<file path="src/design/mrm_pkg.sv">
// ----------------------------------------------------------------------------
// mrm_pkg
// shared types, codes and the crc step of the modbus rtu master
// ----------------------------------------------------------------------------
`default_nettype none

package mrm_pkg;

  typedef enum logic [1:0] {
    EV_REQUEST = 2'd0,
    EV_RX_BYTE = 2'd1,
    EV_TICK    = 2'd2,
    EV_TX_DONE = 2'd3
  } evt_e;

  localparam logic [1:0] FS_READ  = 2'd0;
  localparam logic [1:0] FS_WRITE = 2'd1;
  localparam logic [1:0] FS_COIL  = 2'd2;
  localparam logic [1:0] FS_NONE  = 2'd3;

  localparam logic [7:0] FC_READ_INPUT = 8'h04;
  localparam logic [7:0] FC_WRITE_REG  = 8'h06;
  localparam logic [7:0] FC_WRITE_COIL = 8'h05;
  localparam logic [7:0] COIL_ON       = 8'hFF;

  localparam logic [2:0] ST_OK        = 3'd0;
  localparam logic [2:0] ST_TIMEOUT   = 3'd1;
  localparam logic [2:0] ST_CRC_ERR   = 3'd2;
  localparam logic [2:0] ST_EXCEPTION = 3'd3;
  localparam logic [2:0] ST_BUSY      = 3'd4;
  localparam logic [2:0] ST_SHORT     = 3'd5;

  localparam logic [15:0] CRC_POLY = 16'hA001;
  localparam logic [15:0] CRC_INIT = 16'hFFFF;
  localparam int          EXC_BIT  = 7;
  localparam int          MIN_REPLY = 4;

  localparam logic [15:0] GAP_RESET     = 16'd176;
  localparam logic [23:0] TIMEOUT_RESET = 24'd50000;

  localparam logic ADDR_GAP     = 1'b0;
  localparam logic ADDR_TIMEOUT = 1'b1;

  typedef struct packed {
    evt_e            kind;
    logic [1:0]      fsel;
    logic [5:0][7:0] frame;
    logic [7:0]      count;
    logic [7:0]      rx_byte;
  } cmd_t;

  typedef struct packed {
    logic        kind;
    logic [7:0]  tx_byte;
    logic [2:0]  status;
    logic [15:0] reg_word;
    logic        data_valid;
    logic        last;
    logic        te;
  } res_t;

  function automatic logic [15:0] crc_step(input logic [15:0] c, input logic [7:0] b);
    logic [15:0] r;
    r = c ^ {8'h00, b};
    for (int i = 0; i < 8; i++) begin
      r = r[0] ? ((r >> 1) ^ CRC_POLY) : (r >> 1);
    end
    return r;
  endfunction

  function automatic res_t mk_status(input logic [2:0] st, input logic te);
    res_t r;
    r = '0;
    r.kind   = 1'b1;
    r.status = st;
    r.last   = 1'b1;
    r.te     = te;
    return r;
  endfunction

  function automatic res_t mk_tx(input logic [7:0] b, input logic last);
    res_t r;
    r = '0;
    r.tx_byte = b;
    r.last    = last;
    r.te      = 1'b1;
    return r;
  endfunction

  function automatic res_t mk_word(input logic [15:0] w, input logic last);
    res_t r;
    r = '0;
    r.kind       = 1'b1;
    r.reg_word   = w;
    r.data_valid = 1'b1;
    r.last       = last;
    return r;
  endfunction

endpackage

`default_nettype wire

</file>
<file path="src/design/mrm_if.sv">
// ----------------------------------------------------------------------------
// mrm_if
// event and result channels of the modbus rtu master
// ----------------------------------------------------------------------------
`default_nettype none

interface mrm_evt_if;
  logic        valid;
  logic        ready;
  logic [1:0]  event_kind;
  logic [7:0]  slave_addr;
  logic [1:0]  function_select;
  logic [15:0] reg_addr;
  logic [15:0] request_value;
  logic [7:0]  rx_byte;

  modport source (output valid, event_kind, slave_addr, function_select, reg_addr,
                  request_value, rx_byte, input ready);
  modport sink (input valid, event_kind, slave_addr, function_select, reg_addr,
                request_value, rx_byte, output ready);
endinterface

interface mrm_res_if;
  logic        valid;
  logic        ready;
  logic        item_kind;
  logic [7:0]  tx_byte;
  logic [2:0]  status;
  logic [15:0] reg_word;
  logic        data_valid;
  logic        last_of_run;
  logic        transmit_enable;

  modport source (output valid, item_kind, tx_byte, status, reg_word, data_valid,
                  last_of_run, transmit_enable, input ready);
  modport sink (input valid, item_kind, tx_byte, status, reg_word, data_valid,
                last_of_run, transmit_enable, output ready);
endinterface

`default_nettype wire

</file>
<file path="src/design/mrm_ram.sv">
// ----------------------------------------------------------------------------
// mrm_ram
// generic single-write, single-read ram with registered read
// ----------------------------------------------------------------------------
`default_nettype none

module mrm_ram #(
  parameter int WIDTH = 8,
  parameter int DEPTH = 256
) (
  input  wire logic                     clk_i,
  input  wire logic                     we_i,
  input  wire logic [$clog2(DEPTH)-1:0] waddr_i,
  input  wire logic [WIDTH-1:0]         wdata_i,
  input  wire logic                     re_i,
  input  wire logic [$clog2(DEPTH)-1:0] raddr_i,
  output logic      [WIDTH-1:0]         rdata_o
);

  logic [WIDTH-1:0] mem_q [DEPTH];

  always_ff @(posedge clk_i) begin
    if (we_i) begin
      mem_q[waddr_i] <= wdata_i;
    end
    if (re_i) begin
      rdata_o <= mem_q[raddr_i];
    end
  end

endmodule

`default_nettype wire

</file>
<file path="src/design/mrm_queue.sv">
// ----------------------------------------------------------------------------
// mrm_queue
// two-entry command queue between front and back end
// ----------------------------------------------------------------------------
`default_nettype none

module mrm_queue #(
  parameter int WIDTH = 8
) (
  input  wire logic             clk_i,
  input  wire logic             rst_ni,
  input  wire logic             push_i,
  input  wire logic [WIDTH-1:0] data_i,
  output logic                  full_o,
  input  wire logic             pop_i,
  output logic                  vld_o,
  output logic      [WIDTH-1:0] data_o
);

  logic [WIDTH-1:0] ent_q [2];
  logic             wp_q, wp_d, rp_q, rp_d;
  logic [1:0]       cnt_q, cnt_d;
  logic             do_push, do_pop;

  assign full_o  = (cnt_q == 2'd2);
  assign vld_o   = (cnt_q != 2'd0);
  assign data_o  = ent_q[rp_q];
  assign do_push = push_i && !full_o;
  assign do_pop  = pop_i && vld_o;

  always_comb begin
    wp_d  = do_push ? ~wp_q : wp_q;
    rp_d  = do_pop ? ~rp_q : rp_q;
    cnt_d = cnt_q + {1'b0, do_push} - {1'b0, do_pop};
  end

  always_ff @(posedge clk_i or negedge rst_ni) begin
    if (!rst_ni) begin
      wp_q  <= 1'b0;
      rp_q  <= 1'b0;
      cnt_q <= 2'd0;
    end else begin
      wp_q  <= wp_d;
      rp_q  <= rp_d;
      cnt_q <= cnt_d;
    end
  end

  always_ff @(posedge clk_i) begin
    if (do_push) begin
      ent_q[wp_q] <= data_i;
    end
  end

endmodule

`default_nettype wire

</file>
<file path="src/design/mrm_front.sv">
// ----------------------------------------------------------------------------
// mrm_front
// accepts events, builds request frame bytes and queues commands
// ----------------------------------------------------------------------------
`default_nettype none

module mrm_front #(
  parameter int MAX_READ_REGS = 32
) (
  mrm_evt_if.sink             evt_i,
  output logic                push_o,
  output mrm_pkg::cmd_t       cmd_o,
  input  wire logic           full_i
);
  import mrm_pkg::*;

  localparam logic [7:0] MaxCnt = 8'(MAX_READ_REGS);

  logic [7:0] cnt8;

  assign evt_i.ready = !full_i;
  assign push_o      = evt_i.valid;

  always_comb begin
    cnt8 = (evt_i.request_value[7:0] > MaxCnt) ? MaxCnt : evt_i.request_value[7:0];
    cmd_o          = '0;
    cmd_o.kind     = evt_e'(evt_i.event_kind);
    cmd_o.fsel     = evt_i.function_select;
    cmd_o.rx_byte  = evt_i.rx_byte;
    cmd_o.frame[0] = evt_i.slave_addr;
    cmd_o.frame[2] = evt_i.reg_addr[15:8];
    cmd_o.frame[3] = evt_i.reg_addr[7:0];
    case (evt_i.function_select)
      FS_READ: begin
        cmd_o.frame[1] = FC_READ_INPUT;
        cmd_o.frame[5] = cnt8;
        cmd_o.count    = cnt8;
      end
      FS_WRITE: begin
        cmd_o.frame[1] = FC_WRITE_REG;
        cmd_o.frame[4] = evt_i.request_value[15:8];
        cmd_o.frame[5] = evt_i.request_value[7:0];
      end
      FS_COIL: begin
        cmd_o.frame[1] = FC_WRITE_COIL;
        cmd_o.frame[4] = (evt_i.request_value != 16'd0) ? COIL_ON : 8'h00;
      end
      default: begin
        cmd_o.frame[1] = 8'h00;
      end
    endcase
  end

endmodule

`default_nettype wire

</file>
<file path="src/design/mrm_back.sv">
// ----------------------------------------------------------------------------
// mrm_back
// transaction sequencer: frame transmit, reply capture, check and read-out
// ----------------------------------------------------------------------------
`default_nettype none

module mrm_back #(
  parameter int RX_BUFFER_DEPTH = 256,
  parameter int MAX_READ_REGS   = 32
) (
  input  wire logic          clk_i,
  input  wire logic          rst_ni,
  input  wire logic          cmd_vld_i,
  input  wire mrm_pkg::cmd_t cmd_i,
  output logic               cmd_pop_o,
  input  wire logic [15:0]   gap_i,
  input  wire logic [23:0]   timeout_i,
  mrm_res_if.source          res_o
);
  import mrm_pkg::*;

  localparam int AW   = $clog2(RX_BUFFER_DEPTH);
  localparam int LW   = $clog2(RX_BUFFER_DEPTH + 1);
  localparam int CW   = $clog2(MAX_READ_REGS + 1);
  localparam int CMPW = ((LW > CW + 2) ? LW : CW + 2) + 1;

  typedef enum logic [2:0] {
    MODE_IDLE = 3'b001,
    MODE_SEND = 3'b010,
    MODE_RECV = 3'b100
  } mode_e;

  typedef enum logic [7:0] {
    S_CMD   = 8'b0000_0001,
    S_TX    = 8'b0000_0010,
    S_RD    = 8'b0000_0100,
    S_CHECK = 8'b0000_1000,
    S_WA    = 8'b0001_0000,
    S_WB    = 8'b0010_0000,
    S_WC    = 8'b0100_0000,
    S_WD    = 8'b1000_0000
  } state_e;

  state_e          state_q, state_d;
  mode_e           mode_q, mode_d;
  logic [5:0][7:0] frame_q, frame_d;
  logic [15:0]     crc_q, crc_d;
  logic [2:0]      idx_q, idx_d;
  logic [1:0]      fsel_q, fsel_d;
  logic [CW-1:0]   cnt_q, cnt_d;
  logic [LW-1:0]   len_q, len_d;
  logic [23:0]     elapsed_q, elapsed_d;
  logic [15:0]     silence_q, silence_d;
  logic [LW-1:0]   rd_ptr_q, rd_ptr_d;
  logic            rd_vld_q, rd_vld_d;
  logic [LW-1:0]   rd_idx_q, rd_idx_d;
  logic            exc_q, exc_d;
  logic [15:0]     got_q, got_d;
  logic [CW-1:0]   k_q, k_d;
  logic [7:0]      hi_q, hi_d, lo_q, lo_d;
  logic            out_vld_q, out_vld_d;
  res_t            out_q, out_d;

  logic            out_free;
  logic            ram_we, ram_re;
  logic [AW-1:0]   ram_raddr;
  logic [7:0]      ram_rdata;
  logic [7:0]      tx_b;
  logic [23:0]     el_n;
  logic [15:0]     sil_n;
  logic [CMPW-1:0] need_len, waddr_w;

  mrm_ram #(.WIDTH(8), .DEPTH(RX_BUFFER_DEPTH)) u_rx_ram (
    .clk_i   (clk_i),
    .we_i    (ram_we),
    .waddr_i (len_q[AW-1:0]),
    .wdata_i (cmd_i.rx_byte),
    .re_i    (ram_re),
    .raddr_i (ram_raddr),
    .rdata_o (ram_rdata)
  );

  assign out_free                = !out_vld_q || res_o.ready;
  assign res_o.valid             = out_vld_q;
  assign res_o.item_kind         = out_q.kind;
  assign res_o.tx_byte           = out_q.tx_byte;
  assign res_o.status            = out_q.status;
  assign res_o.reg_word          = out_q.reg_word;
  assign res_o.data_valid        = out_q.data_valid;
  assign res_o.last_of_run       = out_q.last;
  assign res_o.transmit_enable   = out_q.te;

  always_comb begin
    state_d   = state_q;
    mode_d    = mode_q;
    frame_d   = frame_q;
    crc_d     = crc_q;
    idx_d     = idx_q;
    fsel_d    = fsel_q;
    cnt_d     = cnt_q;
    len_d     = len_q;
    elapsed_d = elapsed_q;
    silence_d = silence_q;
    rd_ptr_d  = rd_ptr_q;
    rd_vld_d  = 1'b0;
    rd_idx_d  = rd_idx_q;
    exc_d     = exc_q;
    got_d     = got_q;
    k_d       = k_q;
    hi_d      = hi_q;
    lo_d      = lo_q;
    out_vld_d = out_vld_q && !res_o.ready;
    out_d     = out_q;
    cmd_pop_o = 1'b0;
    ram_we    = 1'b0;
    ram_re    = 1'b0;
    ram_raddr = rd_ptr_q[AW-1:0];
    el_n      = (elapsed_q == 24'hFFFFFF) ? elapsed_q : elapsed_q + 24'd1;
    sil_n     = (silence_q == 16'hFFFF) ? silence_q : silence_q + 16'd1;
    need_len  = CMPW'(MIN_REPLY) + (CMPW'(cnt_q) << 1);
    waddr_w   = CMPW'(2) + (CMPW'(k_q) << 1);
    case (idx_q)
      3'd0:    tx_b = frame_q[0];
      3'd1:    tx_b = frame_q[1];
      3'd2:    tx_b = frame_q[2];
      3'd3:    tx_b = frame_q[3];
      3'd4:    tx_b = frame_q[4];
      3'd5:    tx_b = frame_q[5];
      3'd6:    tx_b = crc_q[7:0];
      default: tx_b = crc_q[15:8];
    endcase

    case (state_q)
      S_CMD: begin
        if (cmd_vld_i && out_free) begin
          cmd_pop_o = 1'b1;
          case (cmd_i.kind)
            EV_REQUEST: begin
              if (mode_q != MODE_IDLE) begin
                out_vld_d = 1'b1;
                out_d     = mk_status(ST_BUSY, mode_q == MODE_SEND);
              end else if (cmd_i.fsel != FS_NONE) begin
                frame_d   = cmd_i.frame;
                crc_d     = CRC_INIT;
                idx_d     = 3'd0;
                fsel_d    = cmd_i.fsel;
                cnt_d     = cmd_i.count[CW-1:0];
                mode_d    = MODE_SEND;
                len_d     = '0;
                elapsed_d = '0;
                silence_d = '0;
                state_d   = S_TX;
              end
            end
            EV_RX_BYTE: begin
              if (mode_q == MODE_RECV && len_q < LW'(RX_BUFFER_DEPTH)) begin
                ram_we    = 1'b1;
                len_d     = len_q + LW'(1);
                silence_d = '0;
              end
            end
            EV_TX_DONE: begin
              if (mode_q == MODE_SEND) begin
                mode_d    = MODE_RECV;
                len_d     = '0;
                silence_d = '0;
              end
            end
            default: begin
              if (mode_q != MODE_IDLE) begin
                elapsed_d = el_n;
                if (el_n > timeout_i) begin
                  mode_d    = MODE_IDLE;
                  out_vld_d = 1'b1;
                  out_d     = mk_status(ST_TIMEOUT, 1'b0);
                end else if (mode_q == MODE_RECV && len_q != '0) begin
                  silence_d = sil_n;
                  if (sil_n > gap_i) begin
                    mode_d = MODE_IDLE;
                    if (len_q < LW'(MIN_REPLY)) begin
                      out_vld_d = 1'b1;
                      out_d     = mk_status(ST_SHORT, 1'b0);
                    end else begin
                      crc_d    = CRC_INIT;
                      rd_ptr_d = '0;
                      state_d  = S_RD;
                    end
                  end
                end
              end
            end
          endcase
        end
      end
      S_TX: begin
        if (out_free) begin
          out_vld_d = 1'b1;
          out_d     = mk_tx(tx_b, idx_q == 3'd7);
          if (idx_q < 3'd6) begin
            crc_d = crc_step(crc_q, tx_b);
          end
          idx_d = idx_q + 3'd1;
          if (idx_q == 3'd7) begin
            state_d = S_CMD;
          end
        end
      end
      S_RD: begin
        if (rd_ptr_q != len_q) begin
          ram_re   = 1'b1;
          rd_ptr_d = rd_ptr_q + LW'(1);
          rd_vld_d = 1'b1;
          rd_idx_d = rd_ptr_q;
        end
        if (rd_vld_q) begin
          if (rd_idx_q < len_q - LW'(2)) begin
            crc_d = crc_step(crc_q, ram_rdata);
          end
          if (rd_idx_q == LW'(1)) begin
            exc_d = ram_rdata[EXC_BIT];
          end
          if (rd_idx_q == len_q - LW'(2)) begin
            got_d[7:0] = ram_rdata;
          end
          if (rd_idx_q == len_q - LW'(1)) begin
            got_d[15:8] = ram_rdata;
            state_d     = S_CHECK;
          end
        end
      end
      S_CHECK: begin
        if (out_free) begin
          state_d = S_CMD;
          if (crc_q != got_q) begin
            out_vld_d = 1'b1;
            out_d     = mk_status(ST_CRC_ERR, 1'b0);
          end else if (exc_q) begin
            out_vld_d = 1'b1;
            out_d     = mk_status(ST_EXCEPTION, 1'b0);
          end else if (fsel_q == FS_READ && cnt_q != '0 && CMPW'(len_q) >= need_len) begin
            k_d     = '0;
            state_d = S_WA;
          end else begin
            out_vld_d = 1'b1;
            out_d     = mk_status(ST_OK, 1'b0);
          end
        end
      end
      S_WA: begin
        ram_re    = 1'b1;
        ram_raddr = waddr_w[AW-1:0];
        state_d   = S_WB;
      end
      S_WB: begin
        hi_d      = ram_rdata;
        ram_re    = 1'b1;
        ram_raddr = waddr_w[AW-1:0] + AW'(1);
        state_d   = S_WC;
      end
      S_WC: begin
        lo_d    = ram_rdata;
        state_d = S_WD;
      end
      S_WD: begin
        if (out_free) begin
          out_vld_d = 1'b1;
          out_d     = mk_word({hi_q, lo_q}, k_q == cnt_q - CW'(1));
          k_d       = k_q + CW'(1);
          state_d   = (k_q == cnt_q - CW'(1)) ? S_CMD : S_WA;
        end
      end
      default: begin
        state_d = S_CMD;
      end
    endcase
  end

  always_ff @(posedge clk_i or negedge rst_ni) begin
    if (!rst_ni) begin
      state_q   <= S_CMD;
      mode_q    <= MODE_IDLE;
      fsel_q    <= 2'd0;
      cnt_q     <= '0;
      len_q     <= '0;
      elapsed_q <= '0;
      silence_q <= '0;
      rd_vld_q  <= 1'b0;
      out_vld_q <= 1'b0;
    end else begin
      state_q   <= state_d;
      mode_q    <= mode_d;
      fsel_q    <= fsel_d;
      cnt_q     <= cnt_d;
      len_q     <= len_d;
      elapsed_q <= elapsed_d;
      silence_q <= silence_d;
      rd_vld_q  <= rd_vld_d;
      out_vld_q <= out_vld_d;
    end
  end

  always_ff @(posedge clk_i) begin
    frame_q  <= frame_d;
    crc_q    <= crc_d;
    idx_q    <= idx_d;
    rd_ptr_q <= rd_ptr_d;
    rd_idx_q <= rd_idx_d;
    exc_q    <= exc_d;
    got_q    <= got_d;
    k_q      <= k_d;
    hi_q     <= hi_d;
    lo_q     <= lo_d;
    out_q    <= out_d;
  end

endmodule

`default_nettype wire

</file>
<file path="src/design/modbus_rtu_master_transaction.sv">
// ----------------------------------------------------------------------------
// modbus_rtu_master_transaction
// modbus rtu master: request framing with crc-16, reply capture and checking
// ----------------------------------------------------------------------------
// Events enter a front end that decodes them and builds the request frame
// fields, then wait in a two-entry queue for the back-end sequencer. Byte,
// tick and transmit-complete events are handled directly in its command
// state. A request puts out its eight frame bytes one per cycle while the
// result channel takes them, the crc computed byte by byte alongside. Ending
// a reply streams the receive buffer once through its single read port for
// the crc, then each register word of a good read is built from two buffer
// reads and put out. A result waits in an output register, so the back end
// only stalls when that register is still full.
`default_nettype none

module modbus_rtu_master_transaction #(
  parameter int RX_BUFFER_DEPTH = 256,
  parameter int MAX_READ_REGS   = 32
) (
  input  wire logic        clk_i,
  input  wire logic        rst_ni,
  mrm_evt_if.sink          evt_i,
  mrm_res_if.source        res_o,
  input  wire logic        psel,
  input  wire logic        penable,
  input  wire logic        pwrite,
  input  wire logic [2:0]  paddr,
  input  wire logic [31:0] pwdata,
  output logic      [31:0] prdata,
  output logic             pready
);
  import mrm_pkg::*;

  logic [15:0] gap_q;
  logic [23:0] timeout_q;
  logic        cfg_we;
  logic        push, full, pop, q_vld;
  cmd_t        cmd_in, cmd_out;

  assign pready = 1'b1;
  assign cfg_we = psel && penable && pwrite;
  assign prdata = (paddr[2] == ADDR_TIMEOUT) ? {8'h00, timeout_q} : {16'h0000, gap_q};

  always_ff @(posedge clk_i or negedge rst_ni) begin
    if (!rst_ni) begin
      gap_q     <= GAP_RESET;
      timeout_q <= TIMEOUT_RESET;
    end else if (cfg_we) begin
      if (paddr[2] == ADDR_GAP) begin
        gap_q <= pwdata[15:0];
      end else begin
        timeout_q <= pwdata[23:0];
      end
    end
  end

  mrm_front #(.MAX_READ_REGS(MAX_READ_REGS)) u_front (
    .evt_i  (evt_i),
    .push_o (push),
    .cmd_o  (cmd_in),
    .full_i (full)
  );

  mrm_queue #(.WIDTH($bits(cmd_t))) u_queue (
    .clk_i  (clk_i),
    .rst_ni (rst_ni),
    .push_i (push),
    .data_i (cmd_in),
    .full_o (full),
    .pop_i  (pop),
    .vld_o  (q_vld),
    .data_o (cmd_out)
  );

  mrm_back #(
    .RX_BUFFER_DEPTH (RX_BUFFER_DEPTH),
    .MAX_READ_REGS   (MAX_READ_REGS)
  ) u_back (
    .clk_i     (clk_i),
    .rst_ni    (rst_ni),
    .cmd_vld_i (q_vld),
    .cmd_i     (cmd_out),
    .cmd_pop_o (pop),
    .gap_i     (gap_q),
    .timeout_i (timeout_q),
    .res_o     (res_o)
  );

endmodule

`default_nettype wire

</file>
<file path="src/flat_wrapper.sv">
// flat-port wrapper written by rule: the top's interface ports become plain ports
module modbus_rtu_master_transaction_flat import mrm_pkg::*;
#(
  parameter int RX_BUFFER_DEPTH = 256,
  parameter int MAX_READ_REGS   = 32
)
  (clk_i, rst_ni, psel, penable, pwrite, paddr, pwdata, prdata, pready, evt_i_valid, evt_i_event_kind, evt_i_slave_addr, evt_i_function_select, evt_i_reg_addr, evt_i_request_value, evt_i_rx_byte, evt_i_ready, res_o_valid, res_o_item_kind, res_o_tx_byte, res_o_status, res_o_reg_word, res_o_data_valid, res_o_last_of_run, res_o_transmit_enable, res_o_ready);
  mrm_evt_if evt_i_i ();
  mrm_res_if res_o_i ();
  input  wire logic clk_i;
  input  wire logic rst_ni;
  input  wire logic psel;
  input  wire logic penable;
  input  wire logic pwrite;
  input  wire logic [2:0] paddr;
  input  wire logic [31:0] pwdata;
  output logic      [31:0] prdata;
  output logic pready;
  input wire logic [$bits(evt_i_i.valid)-1:0] evt_i_valid;
  input wire logic [$bits(evt_i_i.event_kind)-1:0] evt_i_event_kind;
  input wire logic [$bits(evt_i_i.slave_addr)-1:0] evt_i_slave_addr;
  input wire logic [$bits(evt_i_i.function_select)-1:0] evt_i_function_select;
  input wire logic [$bits(evt_i_i.reg_addr)-1:0] evt_i_reg_addr;
  input wire logic [$bits(evt_i_i.request_value)-1:0] evt_i_request_value;
  input wire logic [$bits(evt_i_i.rx_byte)-1:0] evt_i_rx_byte;
  output wire logic [$bits(evt_i_i.ready)-1:0] evt_i_ready;
  output wire logic [$bits(res_o_i.valid)-1:0] res_o_valid;
  output wire logic [$bits(res_o_i.item_kind)-1:0] res_o_item_kind;
  output wire logic [$bits(res_o_i.tx_byte)-1:0] res_o_tx_byte;
  output wire logic [$bits(res_o_i.status)-1:0] res_o_status;
  output wire logic [$bits(res_o_i.reg_word)-1:0] res_o_reg_word;
  output wire logic [$bits(res_o_i.data_valid)-1:0] res_o_data_valid;
  output wire logic [$bits(res_o_i.last_of_run)-1:0] res_o_last_of_run;
  output wire logic [$bits(res_o_i.transmit_enable)-1:0] res_o_transmit_enable;
  input wire logic [$bits(res_o_i.ready)-1:0] res_o_ready;
  assign evt_i_i.valid = evt_i_valid;
  assign evt_i_i.event_kind = evt_i_event_kind;
  assign evt_i_i.slave_addr = evt_i_slave_addr;
  assign evt_i_i.function_select = evt_i_function_select;
  assign evt_i_i.reg_addr = evt_i_reg_addr;
  assign evt_i_i.request_value = evt_i_request_value;
  assign evt_i_i.rx_byte = evt_i_rx_byte;
  assign evt_i_ready = evt_i_i.ready;
  assign res_o_valid = res_o_i.valid;
  assign res_o_item_kind = res_o_i.item_kind;
  assign res_o_tx_byte = res_o_i.tx_byte;
  assign res_o_status = res_o_i.status;
  assign res_o_reg_word = res_o_i.reg_word;
  assign res_o_data_valid = res_o_i.data_valid;
  assign res_o_last_of_run = res_o_i.last_of_run;
  assign res_o_transmit_enable = res_o_i.transmit_enable;
  assign res_o_i.ready = res_o_ready;
  modbus_rtu_master_transaction #(.RX_BUFFER_DEPTH(RX_BUFFER_DEPTH), .MAX_READ_REGS(MAX_READ_REGS)) u_core (.clk_i(clk_i), .rst_ni(rst_ni), .evt_i(evt_i_i), .res_o(res_o_i), .psel(psel), .penable(penable), .pwrite(pwrite), .paddr(paddr), .pwdata(pwdata), .prdata(prdata), .pready(pready));
endmodule
</file>
<file path="config.mk">
export PLATFORM = sky130hd
export DESIGN_NAME = modbus_rtu_master_transaction_flat
export DESIGN_NICKNAME = d
export VERILOG_FILES = /design/src/design/mrm_pkg.sv /design/src/design/mrm_if.sv /design/src/design/mrm_ram.sv /design/src/design/mrm_queue.sv /design/src/design/mrm_front.sv /design/src/design/mrm_back.sv /design/src/design/modbus_rtu_master_transaction.sv /design/src/flat_wrapper.sv
export SDC_FILE = /design/constraint.sdc
export NUM_CORES = 2
export LEC_CHECK = 0
export BUFFER_PORTS_ARGS = -buffer_cell sky130_fd_sc_hd__buf_2
export CAP_MARGIN = 20
export CELL_PAD_IN_SITES_DETAIL_PLACEMENT = 1
export CELL_PAD_IN_SITES_GLOBAL_PLACEMENT = 2
export CORE_MARGIN = 2
export CORE_UTILIZATION = 47
export DETAILED_ROUTE_END_ITERATION = 6
export MAX_ROUTING_LAYER = met4
export PLACE_DENSITY = 0.76
export RECOVER_POWER = 100
export SLEW_MARGIN = 10
export SYNTH_ARGS = -nofsm -noshare
export SYNTH_HDL_FRONTEND = slang
export SYNTH_SLANG_ARGS = --single-unit
export TNS_END_PERCENT = 100
</file>
<file path="constraint.sdc">
create_clock -name clk_i -period 6.1 [get_ports clk_i]
set_input_delay 1.22 -clock clk_i [delete_from_list [all_inputs] [get_ports clk_i]]
set_output_delay 1.22 -clock clk_i [all_outputs]
set_load 0.05 [all_outputs]
</file>
[Word level (Yosys, flattened, before mapping)]
Memories as Yosys holds them, arrays and structs flattened. A register that Yosys moved wholly into a read port is not among the register bits.
Cells that the tools add are included.
Cells by class
  bitwise logic cells: 24
  $add $sub $neg: 14
  order comparisons: 8
  reduce and logical (&&, ||, !) cells: 55
  equality and inequality tests: 71
  multiplexer cells: 149
Operator list (count)
  two-way mux 16 bit: 36
  two-way mux 31 bit: 13
  two-way mux 8 bit: 17
  case mux 31 bit (4 select lines): 1
  two-way mux 24 bit: 5
  two-way mux 9 bit: 12
  case mux 16 bit (3 select lines): 2
  case mux 8 bit (2 select lines): 4
  case mux 8 bit (8 select lines): 1
  case mux 31 bit (2 select lines): 1
  case mux 8 bit (7 select lines): 1
  != test 2 bit (second input constant): 27
  inverter 2 -> 3 bit: 16
  case mux 24 bit (2 select lines): 1
  two-way mux 3 bit: 12
  case mux 16 bit (2 select lines): 1
  bitwise XOR 16 x 8 -> 16 bit: 2
  two-way mux 6 bit: 5
  case mux 9 bit (3 select lines): 1
  AND reduction 9 bit: 3
  adder 24 x 1 -> 24 bit (second input constant): 1
  equality test 24 bit (second input constant): 1
  > comparator 24 bit: 1
  two-way mux 1 bit: 24
  74 further kinds: 133
Word-level totals
  output and inout bits: 66
  register bits after elaboration: 269
  input port bits: 94
  logic and storage cells: 360
  memory bits (writable): 2174
  memories kept: 2
Memory list
  u_core.u_back.u_rx_ram.mem_q: depth 256, width 8, read ports 1, clocked after Yosys merged registers in 1, wr ports 1, line mrm_ram.sv:20  | logic [WIDTH-1:0] mem_q [DEPTH];
  u_core.u_queue.ent_q: depth 2, width 63, read ports 1, clocked after Yosys merged registers in 0, wr ports 1, line mrm_queue.sv:20  | logic [WIDTH-1:0] ent_q [2];

[Longest topological paths before layout]
  depth after elaboration: 22
  gate-level depth with buffers: 24
  depth with buffers taken out: 20

[Cells and area by module]
Synthesis repeated with hierarchy kept, for this count alone.
Second synthesis, totals
  cells, all modules: 5414
  area, all modules: 100455.1 um2
By module, submodules not included
  mrm_ram: area each 79637.6 um2, sequential area each 61739.2 um2, cells an instance 3733, times used 1
  mrm_back: area each 13000.0 um2, sequential area each 6408.6 um2, cells an instance 1222, times used 1
  mrm_queue: area each 5149.9 um2, sequential area each 4184.0 um2, cells an instance 230, times used 1
  modbus_rtu_master_transaction: area each 1904.3 um2, sequential area each 1012.2 um2, cells an instance 123, times used 1
  mrm_front: area each 763.2 um2, sequential area each 0.0 um2, cells an instance 106, times used 1

[Worst setup path before layout]
OpenSTA, ideal clock, no wires.
  kind: reg-to-reg
  start point: register u_core.u_back.elapsed_q[10]
  end point: register u_core.u_back.out_q, in the netlist u_core.u_back.res_o.data_valid, enable pin
  stages on the path, launching flop included: 20
  slack: 1.278 ns
  period minus slack after synthesis: 4.822 ns
  buffers on the path: 2
  setup time: 0.390 ns
  required time: 5.710 ns
  data arrival time: 4.432 ns
  cell sequence: dfrtp_1 buf_2 and4_1 and2_1 nand3_1 or3_1 buf_2 and4_1 and3_1 nand2b_1 or3_1 xnor2_1 ha_1 nand2_1 nor4_1 nand2_1 o211a_1 or2_2 nand3_1 and4_1
Between the ends
  longest elaborated chain between the ends: 5
  elaborated cells on any way between the ends: 8
  classes of those cells: add/sub: 1; order compare: 1; eq/ne: 4; mux: 1; reduce/logical: 1
RTL lines
  start: declaration: line mrm_back.sv:52  | logic [23:0] elapsed_q, elapsed_d;
  start signal: assignment: line mrm_back.sv:295  | elapsed_q <= elapsed_d;
  adder 24 x 1 -> 24 bit or equality test 24 bit (tied branches): line mrm_back.sv:118  | el_n = (elapsed_q == 24'hFFFFFF) ? elapsed_q : elapsed_q + 24'd1;
  two-way mux 24 bit *: line mrm_back.sv:118
  > comparator 24 bit *: line mrm_back.sv:172  | if (el_n > timeout_i) begin
  != test 4 x 3 -> 1 bit (no source line)
  AND reduction 11 bit (no source line) *
  end signal: assignment: line mrm_back.sv:313  | out_q <= out_d;
  end: declaration: line mrm_back.sv:62  | res_t out_q, out_d;
Every way passes the cells marked *; elsewhere a longest branch is shown, timed or not.
A chain may end at the register's enable or synchronous reset.

[Worst setup path after layout]
  start point: register u_core.u_back.state_q[7]
  end point: register u_core.u_back.u_rx_ram.rdata_o[4] (read register of u_core.u_back.u_rx_ram.mem_q), data pin
Between the ends
  longest elaborated chain between the ends: 3
  elaborated cells on any way between the ends: 6
  classes of those cells: eq/ne: 3; mux: 2; reduce/logical: 1
RTL lines
  start: declaration: line mrm_back.sv:44  | state_e state_q, state_d;
  start signal: assignment: line mrm_back.sv:290  | state_q <= state_d;
  equality test 8 x 6 -> 1 bit or equality test 8 x 5 -> 1 bit (tied branches): line mrm_back.sv:133  | case (state_q)
  OR reduction 2 bit (no source line)
  case mux 1 bit (2 select lines): line mrm_back.sv:133
  end: declaration: line mrm_ram.sv:17  | output logic [WIDTH-1:0] rdata_o
Several ways; a longest one is shown, not always the timed one.

==> results.json <==
{
  "whs_ns": 0.4715,
  "use_met3_pct": 4.040,
  "fin_setup_tns_ns": 0,
  "ys.flop_type": "edfxtp_1",
  "stdcell_area_um2": 110600,
  "postCtsHoldBufs": 0,
  "hp-class": "input pin to register",
  "dp_slack_ns": 0.6502,
  "drc": 0,
  "vdd_drop_max_uv": 457.5,
  "grt_max_degree": 155,
  "crit_arrival_ns": 6.30,
  "pwr_density_cell_nw_per_um2": 386.1,
  "grt_busiest_layer": "met2",
  "numCtsBuffers": 275,
  "required_ns": 6.76,
  "synth_most_common_cell": "edfxtp_1",
  "critPathMaxFanout": 32,
  "grt_pass1_vias": 57030,
  "drt-vias-per-instance": 5.915,
  "rows": 168,
  "synthTopCellsByArea": "edfxtp_1, mux2i_1, o22ai_1, dfrtp_1, nor2_1",
  "slew_headroom_pct": -221.8,
  "cts.sinks": 2442,
  "clk_latency_ns": 0.95,
  "cts_tree": "yes",
  "met2_usage_pct": 40.89,
  "synth_area_um2": 98690,
  "fin_worst_skew_ns": 0.06624,
  "cts_root_buf": "clkbuf_16",
  "layout-drive-gt1-share_pct": 10.19,
  "fp.coreArea_um2": 209200,
  "cts.clk_slew.worst_paths_ns": 0.06,
  "drv_cap": 29,
  "clock.fmax_ghz": 0.1775,
  "dp_cells": 8808,
  "place_hpwl_um": 166200,
  "critical_path_class": "register to register",
  "track_usage_pct": 25.93,
  "post-cts-setup-buffers": 0,
  "antenna_found_initial": 8,
  "syn_area_per_cell_um2": 16.24,
  "end_kind": "register",
  "status": "finished, violations left",
  "yosysTopAreaCellShare_pct": 70.84,
  "postRouteAntennaNets": 0,
  "tightest_slew_ns": 4.827,
  "period_share_pct": 92.36,
  "first_pass_iters": 5,
  "p_leak_nw": 39.20,
  "io_pins": 160,
  "use_met1_pct": 35.16,
  "synth_common_cells": "edfxtp_1, mux2i_1, o22ai_1, nor2_1, clkbuf_1",
  "chipWidth_um": 462.2,
  "fin_crit_ns": 5.634,
  "finalSetupViolCount": 0,
  "setup_slack_ns": 0.4658,
  "grt_setup_unrepaired": "no",
  "grt_overflow": 0,
  "grt_pass1_wl_um": 392400,
  "yosys_warnings": 0,
  "synth_cell_types": 68,
  "final_hold_viol_count": 0,
  "io_buffer_count": 140,
  "synth-seq-cells": 2442,
  "async_flop_share_pct": 4.668,
  "stdcell_count": 9270,
  "vias": 54830,
  "gp_congestion": 0.8403,
  "synth-seq-area-share_pct": 73.74,
  "fin_nets": 6464,
  "die_h_um": 462.2,
  "die-area_um2": 213700,
  "violations": "capacitance limit, slew limit",
  "synth_top_cell_by_area": "edfxtp_1",
  "postCtsResizedCells": 0,
  "initial_core_util_pct": 47.19,
  "placed_cell_area_um2": 103000,
  "routedWlPerCell_um": 29.11,
  "synth_edf_count": 2328,
  "fill_cells": 19260,
  "syn_to_final_growth_pct": 12.11,
  "startpoint_type": "register",
  "slew_violations": 1836,
  "htreeDepth": 5,
  "clockBufferDepth": 4,
  "syn_inst": 6077,
  "drt-initial-drc-count": 4946,
  "routed_wl_um": 269900
}
per-layer routing:
layer / up-vias / part of all wire [%]
met5: - / 0
met4: 0 / 2.6
met3: 387 / 6.3
met2: 1684 / 48
met1: 28530 / 43
li1: 24230 / -
state kept, by name, indices dropped and copies added (netlist names), 9 cells and up:
register                      flops
u_core.u_back.len_q               9
u_core.u_back.got_q              16
u_core.u_back.elapsed_q          24
u_core.u_back.silence_q          16
u_core.gap_q                     16
u_core.u_back.frame_q            43
u_core.u_back.crc_q              16
u_core.u_back.res_o.reg_word     16
u_core.u_back.rd_ptr_q            9
u_core.u_back.u_rx_ram.mem_q   2048
u_core.u_queue.ent_q            122
u_core.timeout_q                 24
u_core.u_back.rd_idx_q            9
final timing paths:
kind | depth (start not counted) | slack [ns] | from | to
setup reg to reg | 12 | 0.47 | u_core.u_back.state_q[7] | u_core.u_back.u_rx_ram.rdata_o[4]
max in group asynchronous | 1 | 1.20 | rst_ni | u_core.u_queue.rp_q
hold / removal | 1 | 0.47 | evt_i_rx_byte[5] | u_core.u_queue.ent_q[1][5]
setup / recovery | 12 | 0.47 | u_core.u_back.state_q[7] | u_core.u_back.u_rx_ram.rdata_o[4]
min in group asynchronous | 1 | 1.86 | rst_ni | u_core.u_back.state_q[6]
hold reg to reg | 1 | 0.51 | u_core.gap_q[2] | u_core.gap_q[2]
power by group:
group          internal [mW]  total (mW)  switching, mW  leakage (nW)
clock network           8.96        15.4           6.40          3.98
registers               21.0        21.4          0.373          22.4
logic                   1.28        5.98           4.70          12.8
total                   31.2        42.7           11.5          39.2
layout make-up:
cell class              count  area [µm²]  share of cell area (%)
clock inverters            98       768.2                  0.6944
well taps                2805        3510                   3.172
inverters                  76       285.3                  0.2578
flip-flops and latches   2442       72780                   65.78
repair buffers            288        1868                   1.688
diodes                      6       15.01                 0.01357
clock buffers             356        7365                   6.656
multi-input cells        3199       24050                   21.74
critical path, stage by stage, from the launching register on:
cell and delay (ns):
dfrtp_1 0.46, nor4_4 0.43, nand3_1 0.46, nand2_1 0.22, o21ai_0 0.18, buf_2 0.23, nand2_2 0.67, clkbuf_2 0.83
o22ai_1 0.20, nor4_1 0.83, o22ai_1 0.20, nor3_1 0.52, nor4_1 0.09
through the flow:
stage | utilization, % | total power, mW
2_1_floorplan | - | 25.04
3_3_place_gp | 49.21 | 27.46
3_5_place_dp | 49.23 | 27.71
4_1_cts | 53.11 | 42.98
5_1_grt | 52.90 | 44.14
6_report | 52.90 | 42.71
cell families after synthesis:
logic type	share of synthesized area, %
DFF	73.74
muxes	11.76
and+or+nand+nor	4.693
AOI/OAI and AO/OA	5.327
buffers and inverters	2.020
xor gates and xnor gates	1.339
adders and majority gates	1.116
other	0.007610
cell usage in the layout (no fill, tap or decap), types with 68 or more instances in the layout:
cell / count
nand2_1: 162
buf_4: 84
clkbuf_1: 181
dfrtp_1: 102
xnor2_1: 105
mux2i_1: 1043
ha_1: 88
nor4_1: 147
inv_1: 76
nor2_1: 362
o21ai_0: 77
o22ai_1: 579
edfxtp_1: 2328
clkbuf_16: 282
nand3_1: 68
mux2_2: 92
(Power assumes the default switching activity.)
